===== src/hdl/m4m_pkg.sv =====
`timescale 1ns / 1ps
// ----------------------------------------------------------------------------
// m4m_pkg: shared definitions for the 4x4 fixed-point matrix multiplier
// Sizes, number format, saturation limits and the tag that travels along
// the shared multiply-accumulate pipeline.
// ----------------------------------------------------------------------------
package m4m_pkg;

  localparam int DIM       = 4;
  localparam int FRAC_BITS = 16;
  localparam int CELLS     = DIM * DIM;

  localparam int DATA_W = 32;
  localparam int PROD_W = 2 * DATA_W;
  localparam int ACC_W  = PROD_W + $clog2(DIM);
  localparam int IDX_W  = $clog2(DIM);
  localparam int CELL_W = $clog2(CELLS);
  localparam int TAG_W  = 2;

  localparam logic signed [DATA_W-1:0] SAT_MAX = {1'b0, {(DATA_W-1){1'b1}}};
  localparam logic signed [DATA_W-1:0] SAT_MIN = {1'b1, {(DATA_W-1){1'b0}}};

  // Control that rides with each product through the MAC pipeline.
  typedef struct packed {
    logic              first_k;   // first term of a dot product
    logic              last_k;    // final term of a dot product
    logic [TAG_W-1:0]  row;
    logic [TAG_W-1:0]  col;
    logic              last_elem; // final element of the result matrix
  } m4m_tag_t;

endpackage


===== src/hdl/m4m_channels.sv =====
`timescale 1ns / 1ps
// ----------------------------------------------------------------------------
// m4m_channels: valid/ready channel interfaces of the matrix multiplier
// One interface for the operand words and one for the result words.
// ----------------------------------------------------------------------------
interface m4m_in_if import m4m_pkg::*; ();
  logic                     valid;
  logic                     ready;
  logic signed [DATA_W-1:0] a_element;
  logic signed [DATA_W-1:0] b_element;

  modport source (output valid, a_element, b_element, input ready);
  modport sink   (input valid, a_element, b_element, output ready);
endinterface

interface m4m_out_if import m4m_pkg::*; ();
  logic                     valid;
  logic                     ready;
  logic signed [DATA_W-1:0] product_element;
  logic [TAG_W-1:0]         row_index;
  logic [TAG_W-1:0]         col_index;
  logic                     last_flag;

  modport source (output valid, product_element, row_index, col_index, last_flag,
                  input ready);
  modport sink   (input valid, product_element, row_index, col_index, last_flag,
                  output ready);
endinterface


===== src/hdl/m4m_mac.sv =====
`timescale 1ns / 1ps
// ----------------------------------------------------------------------------
// m4m_mac: shared multiply-accumulate unit
// Registered 32x32 signed multiply, wide accumulator, then arithmetic shift
// by the fraction width and saturation to 32 bits on the finished sum.
// ----------------------------------------------------------------------------
module m4m_mac import m4m_pkg::*; (
  input  logic                     clk,
  input  logic                     rst_n,
  input  logic                     adv,
  input  logic                     op_valid,
  input  logic signed [DATA_W-1:0] op_a,
  input  logic signed [DATA_W-1:0] op_b,
  input  m4m_tag_t                 op_tag,
  output logic                     sum_done,
  output logic signed [DATA_W-1:0] sum_value,
  output m4m_tag_t                 sum_tag
);

  logic                     prod_v_r;
  m4m_tag_t                 prod_tag_r;
  logic signed [PROD_W-1:0] prod_r;
  logic signed [ACC_W-1:0]  acc_r;
  logic                     done_r;
  m4m_tag_t                 done_tag_r;

  logic signed [ACC_W-1:0]  prod_ext;
  logic signed [ACC_W-1:0]  shifted;
  logic [ACC_W-DATA_W:0]    upper;

  assign prod_ext = ACC_W'(prod_r);

  always_ff @(posedge clk) begin
    if (!rst_n) begin
      prod_v_r <= 1'b0;
      done_r   <= 1'b0;
    end else if (adv) begin
      prod_v_r <= op_valid;
      done_r   <= prod_v_r && prod_tag_r.last_k;
    end
  end

  always_ff @(posedge clk) begin
    if (adv) begin
      prod_r     <= PROD_W'(op_a) * PROD_W'(op_b);
      prod_tag_r <= op_tag;
      done_tag_r <= prod_tag_r;
      if (prod_v_r) begin
        acc_r <= prod_tag_r.first_k ? prod_ext : acc_r + prod_ext;
      end
    end
  end

  // Floor shift, then clamp when the bits above the result's sign disagree.
  always_comb begin
    shifted = acc_r >>> FRAC_BITS;
    upper   = shifted[ACC_W-1:DATA_W-1];
    if ((&upper) || !(|upper)) begin
      sum_value = shifted[DATA_W-1:0];
    end else if (shifted[ACC_W-1]) begin
      sum_value = SAT_MIN;
    end else begin
      sum_value = SAT_MAX;
    end
  end

  assign sum_done = done_r;
  assign sum_tag  = done_tag_r;

endmodule


===== src/hdl/matrix4_multiply.sv =====
`timescale 1ns / 1ps
// ----------------------------------------------------------------------------
// matrix4_multiply: 4x4 signed Q16.16 matrix product R = A x B
// Loads A and B one element pair per word, then computes the 16 dot
// products on one shared MAC and streams R out in row-major order.
// ----------------------------------------------------------------------------
//
//   Channel  Direction  Word contents
//   in_ch    sink       a_element, b_element (same row-major position)
//   out_ch   source     product_element, row_index, col_index, last_flag
//
// Input words are accepted back to back while loading; the sixteenth word starts
// the product and input is held off until the last result word is taken.
// The single MAC issues one product per cycle while the pipeline is not
// stalled; the last issued term passes the read, multiply, accumulate and
// result registers before the last result word can be taken.
// A stalled result word freezes the whole MAC pipeline once the next sum is
// finished, until the stalled word is taken.
// Reset is synchronous and active low; the operand memories are not cleared.
// ----------------------------------------------------------------------------
module matrix4_multiply import m4m_pkg::*; (
  input  logic        clk,
  input  logic        rst_n,
  m4m_in_if.sink      in_ch,
  m4m_out_if.source   out_ch
);

  typedef enum logic {
    ST_LOAD,
    ST_CALC
  } state_t;

  state_t state_r;

  // Operand storage, written while loading and read by the sequencer.
  logic signed [DATA_W-1:0] mem_a [CELLS];
  logic signed [DATA_W-1:0] mem_b [CELLS];

  logic [CELL_W-1:0] load_cnt_r;

  // Issue counters: row i, column j, and dot-product term k.
  logic              issue_active_r;
  logic [IDX_W-1:0]  i_r;
  logic [IDX_W-1:0]  j_r;
  logic [IDX_W-1:0]  k_r;

  logic [CELL_W-1:0] addr_a;
  logic [CELL_W-1:0] addr_b;
  m4m_tag_t          issue_tag;

  // Read stage.
  logic                     rd_v_r;
  m4m_tag_t                 rd_tag_r;
  logic signed [DATA_W-1:0] rd_a_r;
  logic signed [DATA_W-1:0] rd_b_r;

  // Result register.
  logic                     out_valid_r;
  logic signed [DATA_W-1:0] out_data_r;
  m4m_tag_t                 out_tag_r;

  logic                     mac_done;
  logic signed [DATA_W-1:0] mac_value;
  m4m_tag_t                 mac_tag;

  logic in_fire;
  logic out_fire;
  logic adv;

  assign in_fire  = in_ch.valid && in_ch.ready;
  assign out_fire = out_ch.valid && out_ch.ready;

  // The pipeline only stops when a finished sum finds the result register
  // still occupied by a word the sink has not taken.
  assign adv = !(mac_done && out_valid_r && !out_ch.ready);

  always_comb begin
    addr_a = CELL_W'(CELL_W'(i_r) * CELL_W'(DIM) + CELL_W'(k_r));
    addr_b = CELL_W'(CELL_W'(k_r) * CELL_W'(DIM) + CELL_W'(j_r));
    issue_tag.first_k   = (k_r == '0);
    issue_tag.last_k    = (k_r == IDX_W'(DIM - 1));
    issue_tag.row       = TAG_W'(i_r);
    issue_tag.col       = TAG_W'(j_r);
    issue_tag.last_elem = (i_r == IDX_W'(DIM - 1)) && (j_r == IDX_W'(DIM - 1));
  end

  always_ff @(posedge clk) begin
    if (in_fire) begin
      mem_a[load_cnt_r] <= in_ch.a_element;
      mem_b[load_cnt_r] <= in_ch.b_element;
    end
    if (adv) begin
      rd_a_r   <= mem_a[addr_a];
      rd_b_r   <= mem_b[addr_b];
      rd_tag_r <= issue_tag;
    end
  end

  always_ff @(posedge clk) begin
    if (!rst_n) begin
      state_r        <= ST_LOAD;
      load_cnt_r     <= '0;
      issue_active_r <= 1'b0;
      i_r            <= '0;
      j_r            <= '0;
      k_r            <= '0;
      rd_v_r         <= 1'b0;
      out_valid_r    <= 1'b0;
    end else begin
      case (state_r)
        ST_LOAD: begin
          if (in_fire) begin
            if (load_cnt_r == CELL_W'(CELLS - 1)) begin
              load_cnt_r     <= '0;
              issue_active_r <= 1'b1;
              state_r        <= ST_CALC;
            end else begin
              load_cnt_r <= load_cnt_r + CELL_W'(1);
            end
          end
        end
        ST_CALC: begin
          if (out_fire && out_tag_r.last_elem) begin
            state_r <= ST_LOAD;
          end
        end
        default: begin
          state_r <= ST_LOAD;
        end
      endcase

      if (adv) begin
        rd_v_r <= issue_active_r;
        if (issue_active_r) begin
          if (k_r == IDX_W'(DIM - 1)) begin
            k_r <= '0;
            if (j_r == IDX_W'(DIM - 1)) begin
              j_r <= '0;
              if (i_r == IDX_W'(DIM - 1)) begin
                i_r            <= '0;
                issue_active_r <= 1'b0;
              end else begin
                i_r <= i_r + IDX_W'(1);
              end
            end else begin
              j_r <= j_r + IDX_W'(1);
            end
          end else begin
            k_r <= k_r + IDX_W'(1);
          end
        end
      end

      if (mac_done && adv) begin
        out_valid_r <= 1'b1;
        out_data_r  <= mac_value;
        out_tag_r   <= mac_tag;
      end else if (out_ch.ready) begin
        out_valid_r <= 1'b0;
      end
    end
  end

  m4m_mac u_mac (
    .clk       (clk),
    .rst_n     (rst_n),
    .adv       (adv),
    .op_valid  (rd_v_r),
    .op_a      (rd_a_r),
    .op_b      (rd_b_r),
    .op_tag    (rd_tag_r),
    .sum_done  (mac_done),
    .sum_value (mac_value),
    .sum_tag   (mac_tag)
  );

  assign in_ch.ready            = (state_r == ST_LOAD);
  assign out_ch.valid           = out_valid_r;
  assign out_ch.product_element = out_data_r;
  assign out_ch.row_index       = out_tag_r.row;
  assign out_ch.col_index       = out_tag_r.col;
  assign out_ch.last_flag       = out_tag_r.last_elem;

  // Loading and result delivery never overlap.
  a_load_no_output: assert property (@(posedge clk) disable iff (!rst_n)
    in_ch.ready |-> !out_ch.valid)
    else $error("result word pending while loading operands");

  // Taking the final result word reopens the input.
  a_last_reopens: assert property (@(posedge clk) disable iff (!rst_n)
    (out_fire && out_ch.last_flag) |=> in_ch.ready)
    else $error("input not reopened after final result word");

  // The MAC pipeline is empty whenever operands are being loaded.
  a_idle_while_loading: assert property (@(posedge clk) disable iff (!rst_n)
    (state_r == ST_LOAD) |-> (!issue_active_r && !rd_v_r && !mac_done))
    else $error("MAC activity during operand load");

endmodule

===== src/flat_wrapper.sv =====
// flat-port wrapper written by rule: the top's interface ports become plain ports
module matrix4_multiply_flat import m4m_pkg::*;
  (clk, rst_n, in_ch_valid, in_ch_a_element, in_ch_b_element, in_ch_ready, out_ch_valid, out_ch_product_element, out_ch_row_index, out_ch_col_index, out_ch_last_flag, out_ch_ready);
  m4m_in_if in_ch_i ();
  m4m_out_if out_ch_i ();
  input  logic clk;
  input  logic rst_n;
  input wire logic [$bits(in_ch_i.valid)-1:0] in_ch_valid;
  input wire logic [$bits(in_ch_i.a_element)-1:0] in_ch_a_element;
  input wire logic [$bits(in_ch_i.b_element)-1:0] in_ch_b_element;
  output wire logic [$bits(in_ch_i.ready)-1:0] in_ch_ready;
  output wire logic [$bits(out_ch_i.valid)-1:0] out_ch_valid;
  output wire logic [$bits(out_ch_i.product_element)-1:0] out_ch_product_element;
  output wire logic [$bits(out_ch_i.row_index)-1:0] out_ch_row_index;
  output wire logic [$bits(out_ch_i.col_index)-1:0] out_ch_col_index;
  output wire logic [$bits(out_ch_i.last_flag)-1:0] out_ch_last_flag;
  input wire logic [$bits(out_ch_i.ready)-1:0] out_ch_ready;
  assign in_ch_i.valid = in_ch_valid;
  assign in_ch_i.a_element = in_ch_a_element;
  assign in_ch_i.b_element = in_ch_b_element;
  assign in_ch_ready = in_ch_i.ready;
  assign out_ch_valid = out_ch_i.valid;
  assign out_ch_product_element = out_ch_i.product_element;
  assign out_ch_row_index = out_ch_i.row_index;
  assign out_ch_col_index = out_ch_i.col_index;
  assign out_ch_last_flag = out_ch_i.last_flag;
  assign out_ch_i.ready = out_ch_ready;
  matrix4_multiply u_core (.clk(clk), .rst_n(rst_n), .in_ch(in_ch_i), .out_ch(out_ch_i));
endmodule

===== config.mk =====
export PLATFORM = sky130hd
export DESIGN_NAME = matrix4_multiply_flat
export DESIGN_NICKNAME = d
export VERILOG_FILES = /design/src/hdl/m4m_pkg.sv /design/src/hdl/m4m_channels.sv /design/src/hdl/m4m_mac.sv /design/src/hdl/matrix4_multiply.sv /design/src/flat_wrapper.sv
export SDC_FILE = /design/constraint.sdc
export NUM_CORES = 2
export LEC_CHECK = 0
export BUFFER_PORTS_ARGS = -buffer_cell sky130_fd_sc_hd__buf_2
export CAP_MARGIN = 20
export CORE_UTILIZATION = 60
export DETAILED_ROUTE_END_ITERATION = 8
export GPL_TIMING_DRIVEN = 0
export PLACE_DENSITY = 0.76
export SETUP_SLACK_MARGIN = 0.02
export SYNTH_ARGS = -nofsm -noshare
export SYNTH_HDL_FRONTEND = slang
export SYNTH_SLANG_ARGS = --single-unit

===== constraint.sdc =====
create_clock -name clk -period 25 [get_ports clk]
set_input_delay 2.5 -clock clk [delete_from_list [all_inputs] [get_ports clk]]
set_output_delay 2.5 -clock clk [all_outputs]
set_load 0.005 [all_outputs]

**Yosys cells after proc, flatten, opt, wreduce, memory -nomap -nowiden**

Memory sizes are Yosys's and may differ from the RTL's. A register that Yosys moved wholly into a read port is not among the register bits.
Index checks and enable logic that the tools add are counted.

- Eq/ne operators: 4
- Muxes and demuxes: 23
- $lt $le $gt $ge: 0
- Divide/modulo/power cells: 0
- Reductions and logical operators: 24
- Shift operators: 0
- Add/subtract/negate cells: 7
- Bitwise logic cells: 2
- $mul: 1

Operators with widths:

| operator | number |
|---|---|
| adder 66 x 64 -> 66 bit | 1 |
| 2-to-1 mux 66 bit | 1 |
| multiplier 32 x 32 -> 64 bit | 1 |
| 2-to-1 mux 32 bit | 2 |
| AND reduction 19 bit | 1 |
| OR reduction 19 bit | 1 |
| 2-to-1 mux 1 bit | 15 |
| adder 4 x 2 -> 4 bit | 2 |
| logical AND 1 bit | 8 |
| AND reduction 2 bit | 4 |
| adder 2 x 1 -> 2 bit, second input constant | 3 |
| equality test 2 bit, second input constant | 3 |
| 2-to-1 mux 2 bit | 3 |
| logical NOT 1 bit | 5 |
| adder 4 x 1 -> 4 bit, second input constant | 1 |
| equality test 4 bit, second input constant | 1 |
| 2-to-1 mux 4 bit | 1 |
| AND reduction 4 bit | 1 |
| AND reduction 3 bit | 1 |
| logical NOT 2 bit | 1 |
| NOT 1 bit | 2 |
| case mux 1 bit (2 select lines) | 1 |
| nonzero test 2 bit | 1 |
| logical OR 1 bit | 1 |

- Bits in latches: 0
- Word-level logic and storage cells: 92
- RAM bits: 1024
- Memories: 2
- ROM bits: 0
- Output and inout bits: 39
- Flip-flop bits (word level): 202
- Bits of input ports: 68

Memories:

| memory | words | bits a word | read ports | clocked after Yosys merged registers in | wr ports | RTL line | source |
|---|---|---|---|---|---|---|---|
| u_core.mem_a | 16 | 32 | 1 | 1 | 1 | matrix4_multiply.sv:36 | `logic signed [DATA_W-1:0] mem_a [CELLS];` |
| u_core.mem_b | 16 | 32 | 1 | 1 | 1 | matrix4_multiply.sv:37 | `logic signed [DATA_W-1:0] mem_b [CELLS];` |

**Depth between registers and ports, before layout**

- Depth after elaboration: 9
- Depth in mapped cells: 28
- Mapped depth without buffers: 27

**Hierarchy**

From an unflattened synthesis, not the netlist that was laid out.

- Cell total of the unflattened synthesis: 6588
- Area, all modules: 87826.7 µm²

Modules (own cells, without submodules):

| module | seq. area each (µm²) | cells each | area an instance (µm²) | times used |
|---|---|---|---|---|
| m4m_mac | 4364.2 | 4810 | 45518.7 | 1 |
| matrix4_multiply | 34272.9 | 1778 | 42308.1 | 1 |

**Worst setup path after synthesis**

OpenSTA, ideal clock, no wires.

- Kind: input-to-reg
- Start: input port out_ch_ready
- End: register u_core.u_mac.acc_r[0] (enable)
- Path buffers: 0
- Stages on the path: 3
- Setup time: 431 ps
- Path slack: 16923 ps
- Required time: 24569 ps
- Data arrival time: 7646 ps
- Cell sequence: nor2b_1 -> nand2_1 -> and2_1

- Longest elaborated chain between the ends: 4

Ends and longest elaborated chain:

| what | RTL line | source |
|---|---|---|
| start, declared | flat_wrapper.sv:17 | `input wire logic [$bits(out_ch_i.ready)-1:0] out_ch_ready;` |
| logical NOT 1 bit | matrix4_multiply.sv:75 | `assign adv = !(mac_done && out_valid_r && !out_ch.ready);` |
| logical AND 1 bit | matrix4_multiply.sv:75 |  |
| NOT 1 bit (no line) | -- |  |
| AND reduction 2 bit (no line) | -- |  |
| end signal, assigned | m4m_mac.sv:49 | `acc_r <= prod_tag_r.first_k ? prod_ext : acc_r + prod_ext;` |
| end, declared | m4m_mac.sv:23 | `logic signed [ACC_W-1:0] acc_r;` |

Every way passes these cells.
A chain may end at the register's enable or synchronous reset.

**Worst setup path after layout**

- Start: register u_core.rd_b_r[8], read port of u_core.mem_b
- End: register u_core.u_mac.prod_r[61], data pin

- Longest elaborated chain between the ends: 1

Ends and longest elaborated chain:

| what | RTL line | source |
|---|---|---|
| start, declared | matrix4_multiply.sv:55 | `logic signed [DATA_W-1:0] rd_b_r;` |
| multiplier 32 x 32 -> 64 bit | m4m_mac.sv:45 | `prod_r <= PROD_W'(op_a) * PROD_W'(op_b);` |
| end signal, assigned | m4m_mac.sv:45 |  |
| end, declared | m4m_mac.sv:22 | `logic signed [PROD_W-1:0] prod_r;` |

Every way passes these cells.

==> summary.md <==
| Metric | Value |
|---|---|
| Die ar. | `0.148 sq mm` |
| Core ar. | `0.144 sq mm` |
| TNS Setup | `0 ns` |
| CTS tree | `built` |
| Flops & latches, synth | `1290` |
| Cells after Synth | `6390` |
| Total Routing Usage GR | `36.4%` |
| Post-synthesis area per instance | `13.7 sq um` |
| CP dominant cell by count | `fa_1` |
| Critical path arrival | `10.68 ns` |
| Hold crit path type | `reg -> reg` |
| Fin cells | `8682` |
| Fmax | `0.0980 GHz` |
| Final ANT Viol Nets | `0` |
| Most frequent cells in the layout | `edfxtp_1 (1274), fa_1 (1083), inv_1 (995)` |
| Mapped Area | `0.0877 sq mm` |
| Number of global-route vias before repair | `57490` |
| Post-Syn Nets | `7798` |
| CP max stage cell | `fa_1` |
| Post-synth EDFFs | `1274` |
| Clock tree sinks | `1290` |
| Placed Cells | `8424` |
| Initial DRT Pass Iterations | `6` |
| Worst slew pin tran | `1.22 ns` |
| Bufs on Longest Clock Path | `3` |
| FFs w/ async S/R, synth | `0%` |
| YS warnings | `0` |
| Share of layout cells above drive strength 1 | `10.6%` |
| Post-route DRC | `0` |
| Initial antenna violation count | `24` |
| Most common cell after layout, fill and taps aside | `edfxtp_1` |
| Post-detail-place hpwl | `183000 um` |
| I/O pin cnt | `107` |
| Nets | `8071` |
| Worst setup path class | `reg -> reg` |
| P&R area growth vs syn | `9.15%` |
| Post-CTS Setup Repair Bufs | `0` |
| Die H | `384 um` |
| Global-route wire length before repair | `381000 um` |
| Max-Cap Viols | `0` |
| Starting Density | `60.7%` |
| GRT overflow | `0` |
| Worst Setup Start Kind | `flip-flop` |
| Buffers on Ports | `106` |
| Synth cell types | `80` |
| Slowest cell delay on critical path | `0.90 ns` |
| Max Slew Vio Count | `0` |
| Clock slew at reported path FFs | `0.07 ns` |
| Clock H-tree levels | `3` |
| Crit Path Max Fanout | `10` |
| Setup-failing EPs final | `0` |
| Worst-case clock skew | `0.120 ns` |
| Final wirelength | `263000 um` |
| Hold buffers post-CTS | `0` |
| Pin count of the biggest net entering global routing | `67` |
| Sequential share of the synthesized area | `44.0%` |
| RSZ-0062 raised after global routing | `false` |
| Via density | `6.33` |
| Final min period | `10.20 ns` |
| Critical-path cell list | `clkbuf_1 > nand2_1 > fa_1 > fa_1 > inv_1 > fa_1 > fa_1 > inv_1 > fa_1 > inv_1 > fa_1 > fa_1 > fa_1 > ha_1 > clkbuf_1 > nand4_1 > nor4_1 > a221oi_1 > a311oi_1 > o31ai_2 > a31oi_1 > o21a_1 > nor2_1 > xnor2_1` |
| Slew headroom | `18.8%` |
| WL per Instance | `30.3 um` |
| CTS root buf | `clkbuf_16` |
| DR vias | `54957` |
| Crit path capture type | `flip-flop` |
| Fin crit share | `40.8%` |
| TritonCTS Buffers | `121` |
| Final GP Congestion | `1.08` |
| Chip Width | `384 um` |
| Top FF cell, synth | `edfxtp_1` |
| FILL cells | `10026` |
| 1st-iter DRT viols | `6373` |
| Clk Latency, worst-skew pair | `0.84 ns` |
| Row Count | `139` |
| Status | `finished clean` |
| Cts repair resizes | `0` |
| Hold Fails Final Rpt | `0` |
| Worst EP required | `25.48 ns` |
logic make-up (layout without fill, tap and decap cells):
| group | count (synthesis) | after routing | share of synthesized area, % |
|---|---|---|---|
| buffers and inverters | 1323 | 1700 | 5.68 |
| other | 0 | 12 | 0 |
| AOI/OAI and AO/OA | 546 | 546 | 4.08 |
| adders and majority gates | 1340 | 1340 | 28.4 |
| muxes | 328 | 328 | 8.32 |
| xor gates and xnor gates | 131 | 131 | 1.31 |
| DFF | 1290 | 1290 | 44.0 |
| and+or+nand+nor | 1432 | 1432 | 8.20 |
critical path, delay by kind of cell (launching register included):
kind | cells | cell delay, ns
adders and majority gates | 9 | 4.87
buffers and inverters | 5 | 1.66
AOI/OAI and AO/OA | 5 | 1.24
and+or+nand+nor | 4 | 1.21
DFF | 1 | 0.80
xor gates and xnor gates | 1 | 0.12
registers in the layout (all words and copies together), names as in the netlist:
register                       count
u_core.rd_tag_r                    7
u_core.u_mac.prod_tag_r            7
u_core.state_r                     1
u_core.out_ch.row_index            2
u_core.u_mac.sum_done              1
u_core.u_mac.prod_r               64
u_core.j_r                         2
u_core.issue_active_r              1
u_core.u_mac.acc_r                66
u_core.out_ch.product_element     32
u_core.out_ch.col_index            2
u_core.out_ch.valid                1
u_core.i_r                         2
u_core.mem_b                     512
u_core.u_mac.sum_tag               5
u_core.rd_v_r                      1
u_core.rd_a_r                     32
u_core.load_cnt_r                  4
u_core.u_mac.prod_v_r              1
u_core.rd_b_r                     32
u_core.k_r                         2
u_core.out_ch.last_flag            1
u_core.mem_a                     512
path summary, 6_finish.rpt:
kind,to,slack [ns],start,depth (start not counted)
setup / recovery,u_core.u_mac.prod_r[61],14.80,u_core.rd_b_r[8],24
hold / removal,u_core.u_mac.sum_tag[4],0.42,u_core.u_mac.prod_tag_r[4],0
setup reg to reg,u_core.u_mac.prod_r[61],14.80,u_core.rd_b_r[8],24
hold reg to reg,u_core.u_mac.sum_tag[4],0.42,u_core.u_mac.prod_tag_r[4],0
area by class of cell:
cell class                 instances  area [sq um]  area share [%]
antenna                           12          30.0          0.0314
buffer                           327          1240            1.30
clock buffer                     153          3280            3.43
clock inverter                    74           888           0.928
inverter                         996          3740            3.91
multi-input combinational       3777         44200            46.2
sequential                      1290         38600            40.3
tap                             1903          2380            2.49
timing repair buffer             150          1380            1.44
per-layer routing:
metal  part of all wire (%)  global-route usage [%]  routed length (um)
met1                     35                    46.4               92600
met2                     47                    57.5              123000
met3                     12                    9.79               31800
met4                    6.0                    19.0               15700
met5                   0.12                       0                 310
cells in the mapped netlist, types with 5 or more instances:
cell	n	share of area [%]
or3_1	8	0.057
nand2_1	624	2.7
o31ai_1	14	0.12
o21a_1	18	0.15
fa_1	1083	25
o21ai_0	128	0.73
a211oi_1	12	0.10
and3_1	13	0.093
edfxtp_1	1274	44
a31oi_1	12	0.086
clkbuf_1	289	1.2
nand2b_1	18	0.13
o211ai_1	7	0.060
nor2_1	73	0.31
buf_1	27	0.12
nor3_1	21	0.12
o21bai_1	20	0.17
dfxtp_1	16	0.37
nor2b_1	45	0.32
ha_1	257	3.7
xor2_1	48	0.48
nor4_1	11	0.079
a21boi_0	10	0.086
buf_2	10	0.057
a21o_1	110	0.94
a21oi_1	142	0.81
inv_1	995	4.3
xnor2_1	83	0.83
and2_1	542	3.9
mux4_2	320	8.2
nand3_1	22	0.13
nand4_1	38	0.27
a221oi_1	5	0.050
metrics by stage:
stage	instance area, sq um	worst slack, ns	hold slack (ns)	utilization (%)
2_1_floorplan	87700	16.92	0.400	-
3_3_place_gp	90600	13.94	0.402	62.7
3_5_place_dp	91200	15.08	0.405	63.2
4_1_cts	95400	14.97	0.422	66.1
5_1_grt	95700	14.51	0.430	66.3
6_report	95700	14.80	0.425	66.3
Power is left out: the tool's default activity adds up to more than one toggle a clock period on the data nets, which glitch-free logic cannot reach.
